File: src/design/ssc_pkg.sv
package ssc_pkg;

	// Default width of the saturating byte counter.
	localparam int COUNT_BITS_DEF = 25;

	// Widths of the configuration port and of the size registers.
	localparam int CFG_INDEX_BITS = 3;
	localparam int CFG_DATA_BITS  = 32;
	localparam int SIZE_BITS      = 25;

	// Header layout, byte offsets from the start of the file.
	localparam int HDR_BYTES     = 72;
	localparam int VERSION_POS   = 4;
	localparam int ROM_TEXT_POS  = 8;
	localparam int APP_TEXT_POS  = 24;
	localparam int TICK_POS      = 56;
	localparam int LENGTH_POS    = 64;
	localparam int CRC_POS       = 68;

	localparam logic [31:0] CRC_ALL_ONES = 32'hFFFF_FFFF;

	// Reflected CRC-32 (polynomial 0xEDB88320), one entry per low nibble.
	localparam logic [31:0] CRC_NIB_TBL [16] = '{
		32'h0000_0000, 32'h1DB7_1064, 32'h3B6E_20C8, 32'h26D9_30AC,
		32'h76DC_4190, 32'h6B6B_51F4, 32'h4DB2_6158, 32'h5005_713C,
		32'hEDB8_8320, 32'hF00F_9344, 32'hD6D6_A3E8, 32'hCB61_B38C,
		32'h9B64_C2B0, 32'h86D3_D2D4, 32'hA00A_E278, 32'hBDBD_F21C
	};

	typedef enum logic [2:0] {
		ST_OK        = 3'd0,
		ST_TRUNCATED = 3'd1,
		ST_FORMAT    = 3'd2,
		ST_VERSION   = 3'd3,
		ST_SIZE      = 3'd4,
		ST_CAPACITY  = 3'd5,
		ST_CHECKSUM  = 3'd6
	} status_t;

	typedef enum logic [CFG_INDEX_BITS-1:0] {
		CFG_MAGIC    = 3'd0,
		CFG_VERSION  = 3'd1,
		CFG_MAX_PAY  = 3'd2,
		CFG_CAPACITY = 3'd3
	} cfg_reg_t;

	// Header fields as collected so far.
	typedef struct packed {
		logic [31:0] magic;
		logic [31:0] version;
		logic [63:0] tick;
		logic [31:0] length;
		logic [31:0] crc;
		logic        rom_end;
		logic        app_end;
	} hdr_t;

	// Configuration as seen by the status logic.
	typedef struct packed {
		logic [31:0]          magic;
		logic [31:0]          version;
		logic [SIZE_BITS-1:0] max_payload;
		logic [SIZE_BITS-1:0] capacity;
	} cfg_t;

	// One byte through the nibble table, low nibble first.
	function automatic logic [31:0] crc_byte(input logic [31:0] c, input logic [7:0] b);
		logic [31:0] x;
		x = c ^ {24'd0, b};
		x = (x >> 4) ^ CRC_NIB_TBL[x[3:0]];
		x = (x >> 4) ^ CRC_NIB_TBL[x[3:0]];
		return x;
	endfunction

endpackage

File: src/design/ssc_hdr.sv
module ssc_hdr #(
	parameter int COUNT_BITS = ssc_pkg::COUNT_BITS_DEF
) (
	input  logic                  clk,
	input  logic                  arst_n,
	input  logic                  step,
	input  logic                  last,
	input  logic [7:0]            data_b,
	output ssc_pkg::hdr_t         hdr_nxt,
	output logic [COUNT_BITS-1:0] total_nxt,
	output logic                  payload_take
);
	import ssc_pkg::*;

	localparam int CmpW = ((COUNT_BITS > 32) ? COUNT_BITS : 32) + 1;

	logic [COUNT_BITS-1:0] count_q;
	hdr_t                  hdr_q;
	logic [6:0]            pos7;
	logic                  in_hdr;

	assign pos7   = count_q[6:0];
	assign in_hdr = count_q < COUNT_BITS'(HDR_BYTES);

	// Payload bytes follow the header and stop after the declared length.
	assign payload_take = !in_hdr &&
		((CmpW'(count_q) - CmpW'(HDR_BYTES)) < CmpW'(hdr_q.length));

	assign total_nxt = (&count_q) ? count_q : count_q + COUNT_BITS'(1);

	always_comb begin
		hdr_nxt = hdr_q;
		if (in_hdr) begin
			if (pos7 < 7'(VERSION_POS)) begin
				hdr_nxt.magic[{pos7[1:0], 3'b000} +: 8] = data_b;
			end else if (pos7 < 7'(ROM_TEXT_POS)) begin
				hdr_nxt.version[{pos7[1:0], 3'b000} +: 8] = data_b;
			end else if (pos7 < 7'(APP_TEXT_POS)) begin
				if (data_b == 8'd0) hdr_nxt.rom_end = 1'b1;
			end else if (pos7 < 7'(TICK_POS)) begin
				if (data_b == 8'd0) hdr_nxt.app_end = 1'b1;
			end else if (pos7 < 7'(LENGTH_POS)) begin
				hdr_nxt.tick[{pos7[2:0], 3'b000} +: 8] = data_b;
			end else if (pos7 < 7'(CRC_POS)) begin
				hdr_nxt.length[{pos7[1:0], 3'b000} +: 8] = data_b;
			end else begin
				hdr_nxt.crc[{pos7[1:0], 3'b000} +: 8] = data_b;
			end
		end
	end

	always_ff @(posedge clk or negedge arst_n) begin
		if (!arst_n) begin
			count_q <= '0;
			hdr_q   <= '0;
		end else if (step) begin
			if (last) begin
				count_q <= '0;
				hdr_q   <= '0;
			end else begin
				count_q <= total_nxt;
				hdr_q   <= hdr_nxt;
			end
		end
	end

endmodule

File: src/design/ssc_crc32.sv
module ssc_crc32 (
	input  logic        clk,
	input  logic        arst_n,
	input  logic        step,
	input  logic        last,
	input  logic        take,
	input  logic [7:0]  data_b,
	output logic [31:0] crc_nxt
);
	import ssc_pkg::*;

	logic [31:0] crc_q;

	assign crc_nxt = take ? crc_byte(crc_q, data_b) : crc_q;

	always_ff @(posedge clk or negedge arst_n) begin
		if (!arst_n) begin
			crc_q <= CRC_ALL_ONES;
		end else if (step) begin
			crc_q <= last ? CRC_ALL_ONES : crc_nxt;
		end
	end

endmodule

File: src/design/ssc_judge.sv
module ssc_judge #(
	parameter int COUNT_BITS = ssc_pkg::COUNT_BITS_DEF
) (
	input  ssc_pkg::hdr_t         hdr,
	input  ssc_pkg::cfg_t         cfg,
	input  logic [COUNT_BITS-1:0] total,
	input  logic [31:0]           computed,
	output ssc_pkg::status_t      status
);
	import ssc_pkg::*;

	localparam int CmpW = ((COUNT_BITS > 32) ? COUNT_BITS : 32) + 1;

	logic [CmpW-1:0] total_w;
	logic [CmpW-1:0] expect_w;

	assign total_w  = CmpW'(total);
	assign expect_w = CmpW'(HDR_BYTES) + CmpW'(hdr.length);

	// Checks in the order the file format defines them; the first failure wins.
	always_comb begin
		if (total_w < CmpW'(HDR_BYTES)) begin
			status = ST_TRUNCATED;
		end else if (hdr.magic != cfg.magic) begin
			status = ST_FORMAT;
		end else if (hdr.version != cfg.version) begin
			status = ST_VERSION;
		end else if (!hdr.rom_end || !hdr.app_end) begin
			status = ST_FORMAT;
		end else if (hdr.length > 32'(cfg.max_payload)) begin
			status = ST_SIZE;
		end else if (hdr.length > 32'(cfg.capacity)) begin
			status = ST_CAPACITY;
		end else if (total_w != expect_w) begin
			status = (total_w < expect_w) ? ST_TRUNCATED : ST_SIZE;
		end else if (computed != hdr.crc) begin
			status = ST_CHECKSUM;
		end else begin
			status = ST_OK;
		end
	end

endmodule

File: src/design/save_state_stream_checker_top.sv
// Save-state stream checker.
// File bytes arrive one word at a time on the byte channel (data_byte, with
// last_byte set on the final byte). Each word is parsed against the 72-byte
// header layout, and the declared payload bytes that follow run through a
// reflected CRC-32. The final byte of a file yields one word on the result
// channel: a status code plus the header tick, length, stored CRC and the
// computed CRC. Non-final bytes yield nothing.
// A byte word waits in an input register and is folded into the parse
// state when it leaves that register. The same edge loads the result
// register on a final byte, so result_valid rises as that byte leaves it.
// One byte is taken every cycle; the only stall comes when a final byte
// is waiting and the result register still holds an untaken word, which
// holds byte_ready low until result_ready frees the register.
// The configuration channel (cfg_index, cfg_data) is always ready and writes
// one register per word; indexes past the last register are ignored.
// Reset clears the parse state, the CRC to all ones and the handshakes, and
// loads the configuration defaults. After each final byte the parse state
// returns to its reset values while the configuration is kept.
module save_state_stream_checker_top #(
	parameter int COUNT_BITS = ssc_pkg::COUNT_BITS_DEF
) (
	input  logic                                clk,
	input  logic                                arst_n,
	input  logic                                cfg_valid,
	output logic                                cfg_ready,
	input  logic [ssc_pkg::CFG_INDEX_BITS-1:0]  cfg_index,
	input  logic [ssc_pkg::CFG_DATA_BITS-1:0]   cfg_data,
	input  logic                                byte_valid,
	output logic                                byte_ready,
	input  logic [7:0]                          data_byte,
	input  logic                                last_byte,
	output logic                                result_valid,
	input  logic                                result_ready,
	output logic [2:0]                          status,
	output logic [63:0]                         tick,
	output logic [31:0]                         declared_length,
	output logic [31:0]                         stored_crc,
	output logic [31:0]                         computed_crc
);
	import ssc_pkg::*;

	// Configuration registers.
	cfg_t cfg_q;

	assign cfg_ready = 1'b1;

	always_ff @(posedge clk or negedge arst_n) begin
		if (!arst_n) begin
			cfg_q.magic       <= 32'd0;
			cfg_q.version     <= 32'd1;
			cfg_q.max_payload <= SIZE_BITS'(1 << 24);
			cfg_q.capacity    <= SIZE_BITS'(1 << 24);
		end else if (cfg_valid) begin
			unique case (cfg_index)
				CFG_MAGIC:    cfg_q.magic       <= cfg_data;
				CFG_VERSION:  cfg_q.version     <= cfg_data;
				CFG_MAX_PAY:  cfg_q.max_payload <= cfg_data[SIZE_BITS-1:0];
				CFG_CAPACITY: cfg_q.capacity    <= cfg_data[SIZE_BITS-1:0];
				default: ;
			endcase
		end
	end

	// Input register. It moves on unless it holds a final byte while the
	// result register is occupied and not being drained.
	logic       valid_s1;
	logic       last_s1;
	logic [7:0] data_s1;
	logic       adv_s1;
	logic       result_valid_q;

	assign adv_s1     = valid_s1 && (!last_s1 || !result_valid_q || result_ready);
	assign byte_ready = !valid_s1 || adv_s1;

	always_ff @(posedge clk or negedge arst_n) begin
		if (!arst_n) begin
			valid_s1 <= 1'b0;
		end else if (byte_ready) begin
			valid_s1 <= byte_valid;
		end
	end

	always_ff @(posedge clk) begin
		if (byte_valid && byte_ready) begin
			data_s1 <= data_byte;
			last_s1 <= last_byte;
		end
	end

	// Header parse, byte count and payload CRC.
	hdr_t                  hdr_nxt;
	logic [COUNT_BITS-1:0] total_nxt;
	logic                  payload_take;
	logic [31:0]           crc_nxt;
	status_t               status_nxt;

	ssc_hdr #(
		.COUNT_BITS(COUNT_BITS)
	) u_hdr (
		.clk         (clk),
		.arst_n      (arst_n),
		.step        (adv_s1),
		.last        (last_s1),
		.data_b      (data_s1),
		.hdr_nxt     (hdr_nxt),
		.total_nxt   (total_nxt),
		.payload_take(payload_take)
	);

	ssc_crc32 u_crc (
		.clk    (clk),
		.arst_n (arst_n),
		.step   (adv_s1),
		.last   (last_s1),
		.take   (payload_take),
		.data_b (data_s1),
		.crc_nxt(crc_nxt)
	);

	ssc_judge #(
		.COUNT_BITS(COUNT_BITS)
	) u_judge (
		.hdr     (hdr_nxt),
		.cfg     (cfg_q),
		.total   (total_nxt),
		.computed(crc_nxt ^ CRC_ALL_ONES),
		.status  (status_nxt)
	);

	// Result register, loaded by a final byte.
	status_t     status_q;
	logic [63:0] tick_q;
	logic [31:0] length_q;
	logic [31:0] stored_q;
	logic [31:0] computed_q;
	logic        load_res;

	assign load_res = adv_s1 && last_s1;

	always_ff @(posedge clk or negedge arst_n) begin
		if (!arst_n) begin
			result_valid_q <= 1'b0;
		end else if (load_res) begin
			result_valid_q <= 1'b1;
		end else if (result_ready) begin
			result_valid_q <= 1'b0;
		end
	end

	always_ff @(posedge clk) begin
		if (load_res) begin
			status_q   <= status_nxt;
			tick_q     <= hdr_nxt.tick;
			length_q   <= hdr_nxt.length;
			stored_q   <= hdr_nxt.crc;
			computed_q <= crc_nxt ^ CRC_ALL_ONES;
		end
	end

	assign result_valid    = result_valid_q;
	assign status          = status_q;
	assign tick            = tick_q;
	assign declared_length = length_q;
	assign stored_crc      = stored_q;
	assign computed_crc    = computed_q;

	// A new result word only appears after a final byte left the input register.
	a_rise_from_last: assert property (@(posedge clk) disable iff (!arst_n)
		$rose(result_valid_q) |-> $past(load_res))
		else $error("result word appeared without a final byte");

	// A waiting result must never be overwritten by the next final byte.
	a_no_overwrite: assert property (@(posedge clk) disable iff (!arst_n)
		(result_valid_q && !result_ready && valid_s1 && last_s1) |-> !adv_s1)
		else $error("final byte advanced over an untaken result");

	// An empty input register always takes a byte.
	a_empty_ready: assert property (@(posedge clk) disable iff (!arst_n)
		!valid_s1 |-> byte_ready)
		else $error("input register empty but not ready");

	// A good file means the two checksums agree.
	a_ok_crc: assert property (@(posedge clk) disable iff (!arst_n)
		(result_valid_q && (status_q == ST_OK)) |-> (computed_q == stored_q))
		else $error("ok status with mismatching checksum");

endmodule

File: config.mk
export PLATFORM = sky130hd
export DESIGN_NAME = save_state_stream_checker_top
export DESIGN_NICKNAME = d
export VERILOG_FILES = /design/src/design/ssc_pkg.sv /design/src/design/ssc_hdr.sv /design/src/design/ssc_crc32.sv /design/src/design/ssc_judge.sv /design/src/design/save_state_stream_checker_top.sv
export SDC_FILE = /design/constraint.sdc
export NUM_CORES = 1
export LEC_CHECK = 0
export BUFFER_PORTS_ARGS = -buffer_cell sky130_fd_sc_hd__buf_2
export CORE_MARGIN = 4
export CORE_UTILIZATION = 50
export CTS_CLUSTER_DIAMETER = 100
export DETAILED_ROUTE_END_ITERATION = 7
export GPL_TIMING_DRIVEN = 1
export PLACE_DENSITY_LB_ADDON = 0.12
export SLEW_MARGIN = 20
export SYNTH_ARGS = -nofsm -noshare
export SYNTH_HDL_FRONTEND = slang
export SYNTH_HIERARCHICAL = 1
export SYNTH_SLANG_ARGS = --single-unit
File: constraint.sdc
create_clock -name clk -period 8.05 [get_ports clk]
set_clock_uncertainty 0.05 [all_clocks]
set_input_delay 0 -clock clk [delete_from_list [all_inputs] [get_ports clk]]
set_output_delay 0 -clock clk [all_outputs]
set_load 0.02 [all_outputs]
==> flow_summary.ini, run 1 <==
[status]
status = finished clean

[synth]
yosys-top-cells-area = dfrtp_1 29%, edfxtp_1 18%, mux2_2 6.5%
syn-num-nets = 2728
synth-seq-area-share_pct = 49.85
syn_avg_cell_area_sq_um = 11.26
synthArstFlopShare_pct = 68.09
synth_top_cell_area_share_pct = 28.77
ys_ff_latch = 539
syn_inst = 2564
synth_top_area_cell = dfrtp_1
synth_cell_type_count = 101
synth_ff_type = dfrtp_1
yosysMostFrequentCell = dfrtp_1
synth_area_sq_mm = 0.02887
synth_common_cells = 332 x dfrtp_1, 294 x nand2_1, 172 x edfxtp_1, 167 x mux2_2, 153 x o21ai_0
synth_edf_count = 172
yosysWarnings = 6

[floorplan]
die_w_um = 248.3
initial_utilization_pct = 50.81
dieHeight_um = 248.3
die_area_sq_mm = 0.06166
rows = 87
core_sq_mm = 0.05682
num_io_pins = 215

[sta]
worstMarginPinSlew_ns = 1.175
rsz0062_at_grt = no
setup_viol = 0
slew-limit-headroom_pct = 21.53
totalNegativeSetupSlack_ns = 0
fin_hold_ws_ns = 0.03778
slew_viol_final = 0
fin_crit_sh_pct = 84.62
max_freq_ghz = 0.1468
period_minus_slack_ns = 6.812
hold_viol_final = 0

[place]
hpwl_mm = 61.80
io_buffer_count = 213
gp_congestion = 0.9434

[pwr]
internal-power_uw = 5304
p_sw_share_pct = 28.57
combinationalPowerShare_pct = 17.5
p_clk_share_pct = 39.9
pwr-share-seq_pct = 42.6
p_per_area_mw_per_mm2 = 221.5
p_switching_uw = 2121
peakVddDrop_mv = 0.1726
power_leakage_uw = 0.01448

[finish]
multiInputGateArea_sq_mm = 0.01343
fill_cells = 4735
final-seq-area_sq_mm = 0.01439
nets = 2994
layout-drive-gt1-share_pct = 23.72
diodes = 0
area_growth_pct = 16.11

[clock_network]
clockRootBuffer = clkbuf_16
cts.sinks = 539
path_clk_slew_ns = 0.06
cts-resized-gates = 0
numCtsBuffers = 58
htreeDepth = 2
clkLatencyLatePin_ns = 0.62
cts_tree = yes
clk_path_buf_depth = 3

[route]
drt-total-wl_mm = 85.56
viasPerCell = 5.952
first_pass_iters = 5
drt-initial-drc-count = 1727
antenna_left = 0
vias = 21640
wl_per_cell_um = 23.53
drc = 0

[critical_path]
start_kind = flip-flop
path_common_cell = nand4_1
cpMaxStageDelayCell = o21ai_0
critPathMaxFanout = 19
cp.arrival_ns = 7.13
crit_chain = or4_4, or4_1, nor2_8, nand3_2, o21ai_0, a31oi_1, or2_2, nor2_1, nand3_1, xor2_1, ha_1, nand4_1, nor3_1, nand4_1, nor4_1, o311ai_1, and3b_1
cp.required_ns = 8.37
endpoint_kind = flip-flop
max_stage_delay_ns = 0.84
crit_type = reg -> reg

[run]
cap_violations = 0

[global_route]
grt_max_degree = 145
grt_overflow_total = 0
grt_pass1_vias = 21188
grt_antenna_before_repair = 0
top_usage_layer = met2
gr-usage-met1_pct = 37.08
met3_usage_pct = 3.972
use_met2_pct = 44.04
track_usage_pct = 27.31
grt_pass1_wl_mm = 128.9

[worst_hold_path]
min_path_type = in -> async
==> cell usage in the layout (no fill, tap or decap), types with 23 or more instances in the layout <==
| cell type | netlist | layout |
|---|---|---|
| nor3_1 | 30 | 29 |
| nor4_1 | 36 | 34 |
| dfstp_2 | 35 | 35 |
| xor2_1 | 99 | 99 |
| buf_2 | 21 | 212 |
| buf_4 | 5 | 73 |
| inv_1 | 133 | 133 |
| and3_1 | 29 | 29 |
| o21ai_0 | 153 | 153 |
| a22o_1 | 48 | 48 |
| dlygate4sd3_1 | 0 | 45 |
| edfxtp_1 | 172 | 172 |
| nand2_1 | 294 | 294 |
| a21oi_1 | 61 | 61 |
| nand3_1 | 49 | 49 |
| mux2_2 | 167 | 167 |
| xnor2_1 | 98 | 98 |
| dfrtp_1 | 332 | 332 |
| nand4_1 | 40 | 40 |
| o2bb2ai_1 | 139 | 139 |
| nor2_1 | 71 | 70 |
| nand2b_1 | 25 | 25 |
| clkbuf_16 | 0 | 60 |
| ha_1 | 115 | 115 |
| o21ai_1 | 23 | 23 |
==> worst paths after layout <==
kind	endpoint	slack, ns	start	cells past startpoint
worst max-delay path	status[2]	1.24	u_hdr/count_q[14]	17
worst min-delay path	u_crc/crc_q[16]	0.04	arst_n	2
worst max register to register	status[2]	1.24	u_hdr/count_q[14]	17
worst min register to register	cfg_q[30]	0.44	cfg_q[30]	1
max in group asynchronous	u_hdr/hdr_q[133]	6.90	arst_n	3
min in group clk	data_s1[5]	0.05	data_byte[5]	2
==> stage by stage <==
stage               instances  total power, uW  worst slack [ns]  utilization, %  instance area [sq um]
global route             3636             7733            0.9479           59.00                  33520
detailed placement       3480             4487             1.460           54.38                  30900
finish                   3636             7425             1.238           59.00                  33520
global placement         3480             4454             1.601           54.38                  30900
floorplan                2564             4047             2.211               -                  28880
CTS                      3636             7469             1.431           58.98                  33510
==> critical path, delay by kind of cell (launching register included) <==
kind | cells | cell delay, ns
simple gates | 12 | 4.23
compound gates | 3 | 1.31
flops | 1 | 0.51
fa+ha+maj | 1 | 0.30
xor+xnor | 1 | 0.15
==> power by group through the flow <==
stage	Clock [uW]	Sequential (uW)	Combinational (uW)
after detailed placement	0	3220	1270
after global routing	3130	3190	1410
after CTS	3010	3170	1290
after global placement	0	3210	1240
after floorplan	0	3240	812
final	2960	3170	1300
==> cells by family (layout without fill, tap and decap cells) <==
group           Yosys count  after routing  share of synthesized area, %
simple gates            677            677                         12.45
compound gates          569            569                         13.86
flops                   539            539                         49.85
buf+inv                 260            576                         3.930
xor+xnor                222            222                         7.787
mux                     181            181                         7.133
fa+ha+maj               115            115                         4.983
other cells               1              1                       0.01299
==> registers in the layout, summed over array words and instances, names as in the netlist <==
register	flops
u_crc/crc_q	32
u_hdr/count_q	25
last_s1	1
stored_crc	32
result_valid	1
declared_length	32
cfg_q	114
tick	64
u_hdr/hdr_q	194
data_s1	8
valid_s1	1
status	3
computed_crc	32
==> repair_timing <==
action                    CTS  global route
hold buffers               46             0
hold endpoints to repair  215             0
buffers inserted            0             0
==> layout make-up <==
cell class	count	area share (%)
Multi-Input combinational cell	1765	40.06
Clock buffer	66	4.576
Timing Repair Buffer	333	6.330
Clock inverter	44	1.791
Sequential cell	539	42.93
Tap cell	756	2.822
Inverter	133	1.489
==> routing by layer <==
layer | part of all wire [%] | wire length, um
met1 | 42 | 35830
met2 | 47 | 40060
met3 | 6.5 | 5561
met4 | 4.8 | 4110
met5 | 0 | 0
No activity file was read; power rests on OpenSTA's default activity.
==> inputs of run 2 (changes only) <==
Clock period 8.05 ns to 5.58 ns, I/O delays scaled along.
==> run 2 against run 1 <==
Clock power is 41% higher. Flip-flop and latch count unchanged. Design area increased by 4.1%. Setup slack got worse by 1.2 ns. Utilization grew 2.4 points.
==> flow_summary.ini, run 2 (synthesized netlist as in run 1, its figures left out) <==
[status]
status = finished clean

[clock_network]
htreeDepth = 2
cts.sinks = 539
clockRootBuffer = clkbuf_16
numCtsBuffers = 58
clkLatencyLatePin_ns = 0.62
clk_path_buf_depth = 3
path_clk_slew_ns = 0.07
cts_tree = yes

[floorplan]
num_io_pins = 215
die_area_sq_mm = 0.06166
core_sq_mm = 0.05682
rows = 87
initial_utilization_pct = 50.81
die_w_um = 248.3
dieHeight_um = 248.3

[pwr]
peakVddDrop_mv = 0.2683
p_per_area_mw_per_mm2 = 310.7
power_leakage_uw = 0.01527

[finish]
diodes = 0
layoutNonFillerInstCount = 3776
layout_common_cells = 332 x dfrtp_1, 294 x nand2_1, 212 x buf_2, 200 x buf_4, 172 x edfxtp_1
nets = 3134
final_area_sq_mm = 0.03489
area_growth_pct = 20.85
largest_reg_flops = 194
largest-register = u_hdr/hdr_q
fill_cells = 4692
layout-drive-gt1-share_pct = 28.25
mostFrequentLayoutCell = dfrtp_1

[sta]
fin_hold_ws_ns = 0.02915
setup_viol = 0
slew_viol_final = 0
worstMarginPinSlew_ns = 0.9922
period_minus_slack_ns = 5.506
slew-limit-headroom_pct = 33.61
max_freq_ghz = 0.1816
fin_crit_sh_pct = 98.68
totalNegativeSetupSlack_ns = 0
worst_slack_ns = 0.07383
hold_viol_final = 0

[global_route]
grt_antenna_before_repair = 3
grt_overflow_total = 0
grt_max_degree = 151
grt_pass1_wl_mm = 140.1
track_usage_pct = 30.10
grt_pass1_vias = 22336

[route]
drt-total-wl_mm = 94.22
vias = 22566
first_pass_iters = 6
viasPerCell = 5.976
antenna_left = 0
drc = 0
drt-initial-drc-count = 2072
wl_per_cell_um = 24.95

[place]
dp_cells = 3603
hpwl_mm = 67.90
gp_congestion = 0.9763
io_buffer_count = 213
pre_cts_ws_ns = -0.3540
dpl-instance-area_sq_mm = 0.03189

[critical_path]
timing.reg2reg.worst_path_depth = 18
cp.required_ns = 5.90
critPathMaxFanout = 16
crit_type = reg -> reg
start_kind = flip-flop
endpoint_kind = flip-flop
cp.arrival_ns = 5.83

[worst_hold_path]
min_path_type = in -> async

[run]
cap_violations = 0
-- run 2: what timing repair did --
item | CTS | global route
resized for setup | 8 | 45
pin swaps | 5 | 18
hold endpoints to repair | 234 | 0
cloned | 1 | 4
setup endpoints to repair | 2 | 3
hold buffers | 46 | 0
setup buffers | 2 | 10
-- run 2: layer usage --
metal  track usage, %  routed length, um  up-vias  share of wire, %
li1                 -                  -    10140                 -
met1            42.08              39750    11315                42
met2            49.08              44470      938                47
met3            4.295               6833      169               7.3
met5                0                 23        -             0.024
met4            9.305               3137        4               3.3
-- run 2: final cells by class --
type,count,area [sq um],area share (%)
clock buffer,82,1695,4.859
clock inverter,28,382.9,1.097
inverter,133,499.2,1.431
multi-input combinational,1765,13650,39.12
sequential,539,14390,41.25
tap,756,945.9,2.711
timing repair buffer,473,3328,9.538
-- run 2: per-stage QoR --
step	total power, uW	util (%)
2_1_floorplan	5839	-
3_3_place_gp	6564	56.11
3_5_place_dp	6611	56.11
4_1_cts	10830	60.74
5_1_grt	11260	61.41
6_report	10840	61.41
-- run 2: worst max-delay path, cell delays in order (launching register included) --
cell and delay, ns:
dfrtp_1 0.38, or4_4 0.53, or4_4 0.58, nor2_8 0.15
buf_4 0.13, buf_4 0.20, nand3_2 0.33, nand2_1 0.18
o21ai_1 0.10, buf_4 0.20, ha_1 0.32, and3_4 0.16
a22o_1 0.23, a2111oi_4 0.44, or4b_1 0.49, o21ai_2 0.30
buf_4 0.18, o311ai_1 0.08, and3b_1 0.19
-- run 2: path summary, 6_finish.rpt --
kind	end	start	slack, ns
setup reg to reg	status[2]	u_hdr/count_q[16]	0.07
hold reg to reg	u_hdr/hdr_q[68]	u_hdr/hdr_q[68]	0.44
setup / recovery	status[2]	u_hdr/count_q[16]	0.07
hold / removal	u_hdr/hdr_q[65]	arst_n	0.03
max in group asynchronous	cfg_q[16]	arst_n	4.12
min in group clk	data_s1[5]	data_byte[5]	0.06
-- run 2: power breakdown --
group / switching [uW] / internal [uW] / total [uW]
Sequential: 191 / 4390 / 4580
Clock: 1640 / 2530 / 4170
Combinational: 1300 / 793 / 2090
==> inputs of run 3 (changes only) <==
Clock period 5.58 ns to 5.9 ns, I/O delays scaled along.
==> run 3 against run 2 <==
Register-to-register slack improved by 0.24 ns. Combinational power fell by 11%. Critical path depth is 1 higher. Setup slack gained 0.24 ns. Clock-buffer cell count up 5. Clock power shrank 8.6%. Utilization is 1.4 points lower. Critical path type unchanged.
==> flow_summary.ini, run 3 (synthesized netlist as in run 1, its figures left out) <==
[status]
status = finished clean

[finish]
area_growth_pct = 18.13
final_area_sq_mm = 0.03411
nets = 3074
layout-drive-gt1-share_pct = 25.58
layout_common_cells = 332 x dfrtp_1, 294 x nand2_1, 212 x buf_2, 172 x edfxtp_1, 167 x mux2_2
fill_cells = 4734
multiInputGateArea_sq_mm = 0.01347
diodes = 0
largest_reg_flops = 194
mostFrequentLayoutCell = dfrtp_1
final-seq-area_sq_mm = 0.01439
largest-register = u_hdr/hdr_q

[global_route]
grt_overflow_total = 0
track_usage_pct = 28.78
grt_antenna_before_repair = 0
grt_max_degree = 141
grt_pass1_wl_mm = 135.1
grt_pass1_vias = 21884

[route]
drt-initial-drc-count = 1862
drt-total-wl_mm = 89.92
first_pass_iters = 5
antenna_left = 0
viasPerCell = 5.958
drc = 0
vias = 22135
wl_per_cell_um = 24.20

[clock_network]
clkLatencyLatePin_ns = 0.62
clk_path_buf_depth = 3
htreeDepth = 2
path_clk_slew_ns = 0.06
cts_tree = yes
cts.sinks = 539
numCtsBuffers = 59
clockRootBuffer = clkbuf_16

[floorplan]
dieHeight_um = 248.3
die_w_um = 248.3
die_area_sq_mm = 0.06166
initial_utilization_pct = 50.81
num_io_pins = 215
core_sq_mm = 0.05682
rows = 87

[sta]
slew-limit-headroom_pct = 30.42
hold_viol_final = 0
worstMarginPinSlew_ns = 1.034
period_minus_slack_ns = 5.588
worst_slack_ns = 0.3118
totalNegativeSetupSlack_ns = 0
slew_viol_final = 0
setup_viol = 0
max_freq_ghz = 0.1789
fin_crit_sh_pct = 94.72

[pwr]
p_per_area_mw_per_mm2 = 292.9
peakVddDrop_mv = 0.2389
p_total_uw = 9989
power_leakage_uw = 0.01488

[critical_path]
crit_type = reg -> reg
cp_num_buf_inv = 1
endpoint_kind = flip-flop
crit_chain = or4_4, or4_4, nor2_8, nand3_1, buf_4, o21ai_0, nand3_1, or2_2, nor3_1, nand3_1, xor2_1, ha_1, a21oi_1, o21ai_0, a221oi_1, o211a_1, a22o_1, o311ai_1, and3b_1
cpMaxStageDelayCell = or4_4
cp.arrival_ns = 5.89
max_stage_delay_ns = 0.63
r2r_end = status[2]
path_common_cell = nand3_1
timing.reg2reg.worst_path_depth = 19
path_delay_family = simple AND/OR/NAND/NOR gates
start_kind = flip-flop
r2r-start = u_hdr/count_q[14]
cp.required_ns = 6.20
critPathMaxFanout = 16
rrSetupSlack_ns = 0.31

[worst_hold_path]
hold_end = data_s1[5]
whs_path_depth = 2
min_path_type = in -> reg
min-delay-start = data_byte[5]

[place]
pre_cts_ws_ns = 0.008614
dpl-instance-area_sq_mm = 0.03152
hpwl_mm = 65.55
io_buffer_count = 213
gp_congestion = 0.9612

[run]
cap_violations = 0
[run 3: cell count changes in the layout (fill, tap and decap cells not counted), moves of 4 or more]
cell	change
ha_1	+5
clkbuf_1	+6
a21oi_2	-5
buf_4	-56
nor3_2	-5
nor4_2	+5
clkbuf_16	-4
ha_4	-4
nor3_1	+7
a21oi_1	+5
o21ai_1	-4
o21ai_0	+6
[run 3: worst max path at each step]
stage | depth (start not counted) | to | slack, ns | start
2_1_floorplan | 25 | status[2] | 0.06 | u_hdr/count_q[9]
5_1_grt | 23 | status[2] | -0.02 | u_hdr/count_q[4]
3_3_place_gp | 19 | status[2] | 0.14 | u_hdr/count_q[14]
3_5_place_dp | 18 | status[2] | 0.009 | u_hdr/count_q[14]
4_1_cts | 18 | status[2] | 0.11 | u_hdr/count_q[14]
6_report | 19 | status[2] | 0.31 | u_hdr/count_q[14]
[run 3: per-layer routing]
| metal | track usage [%] | wire [um] | share of wire, % | up-vias |
|---|---|---|---|---|
| met5 | 0 | 0 | 0 | - |
| met4 | 11.85 | 3982 | 4.4 | 0 |
| met3 | 3.574 | 5471 | 6.1 | 174 |
| met2 | 47.00 | 42670 | 47 | 829 |
| met1 | 39.28 | 37790 | 42 | 11108 |
| li1 | - | - | - | 10024 |
[run 3: what timing repair did]
action                                  4_1_cts  5_1_grt
resized for setup                             1       12
pin swaps                                     0        3
buffers inserted                              0        1
endpoints found under the hold margin       257       26
gates cloned                                  0        1
hold buffers                                 45        1
endpoints found under the setup margin        1        2
[run 3: final cells by class]
cell class / count / area share [%]
sequential: 539 / 42.20
multi-input combinational: 1765 / 39.50
timing repair buffer: 412 / 8.213
clock buffer: 87 / 4.963
tap: 756 / 2.773
inverter: 133 / 1.464
clock inverter: 23 / 0.8877
[run 3: power breakdown]
part	internal [uW]	total (uW)	leakage [uW]	switching, uW
Sequential	4150	4330	0.00643	182
Combinational	684	1850	0.00748	1170
Clock	2280	3810	0.000969	1520
[run 3: through the flow]
step,hold WS [ns],util [%],instances
6_report,0.05274,60.03,3715
5_1_grt,0.04224,60.03,3715
3_5_place_dp,0.1281,55.47,3556
3_3_place_gp,0.1305,55.47,3556
4_1_cts,0.01985,59.78,3711
2_1_floorplan,-0.3456,-,2564
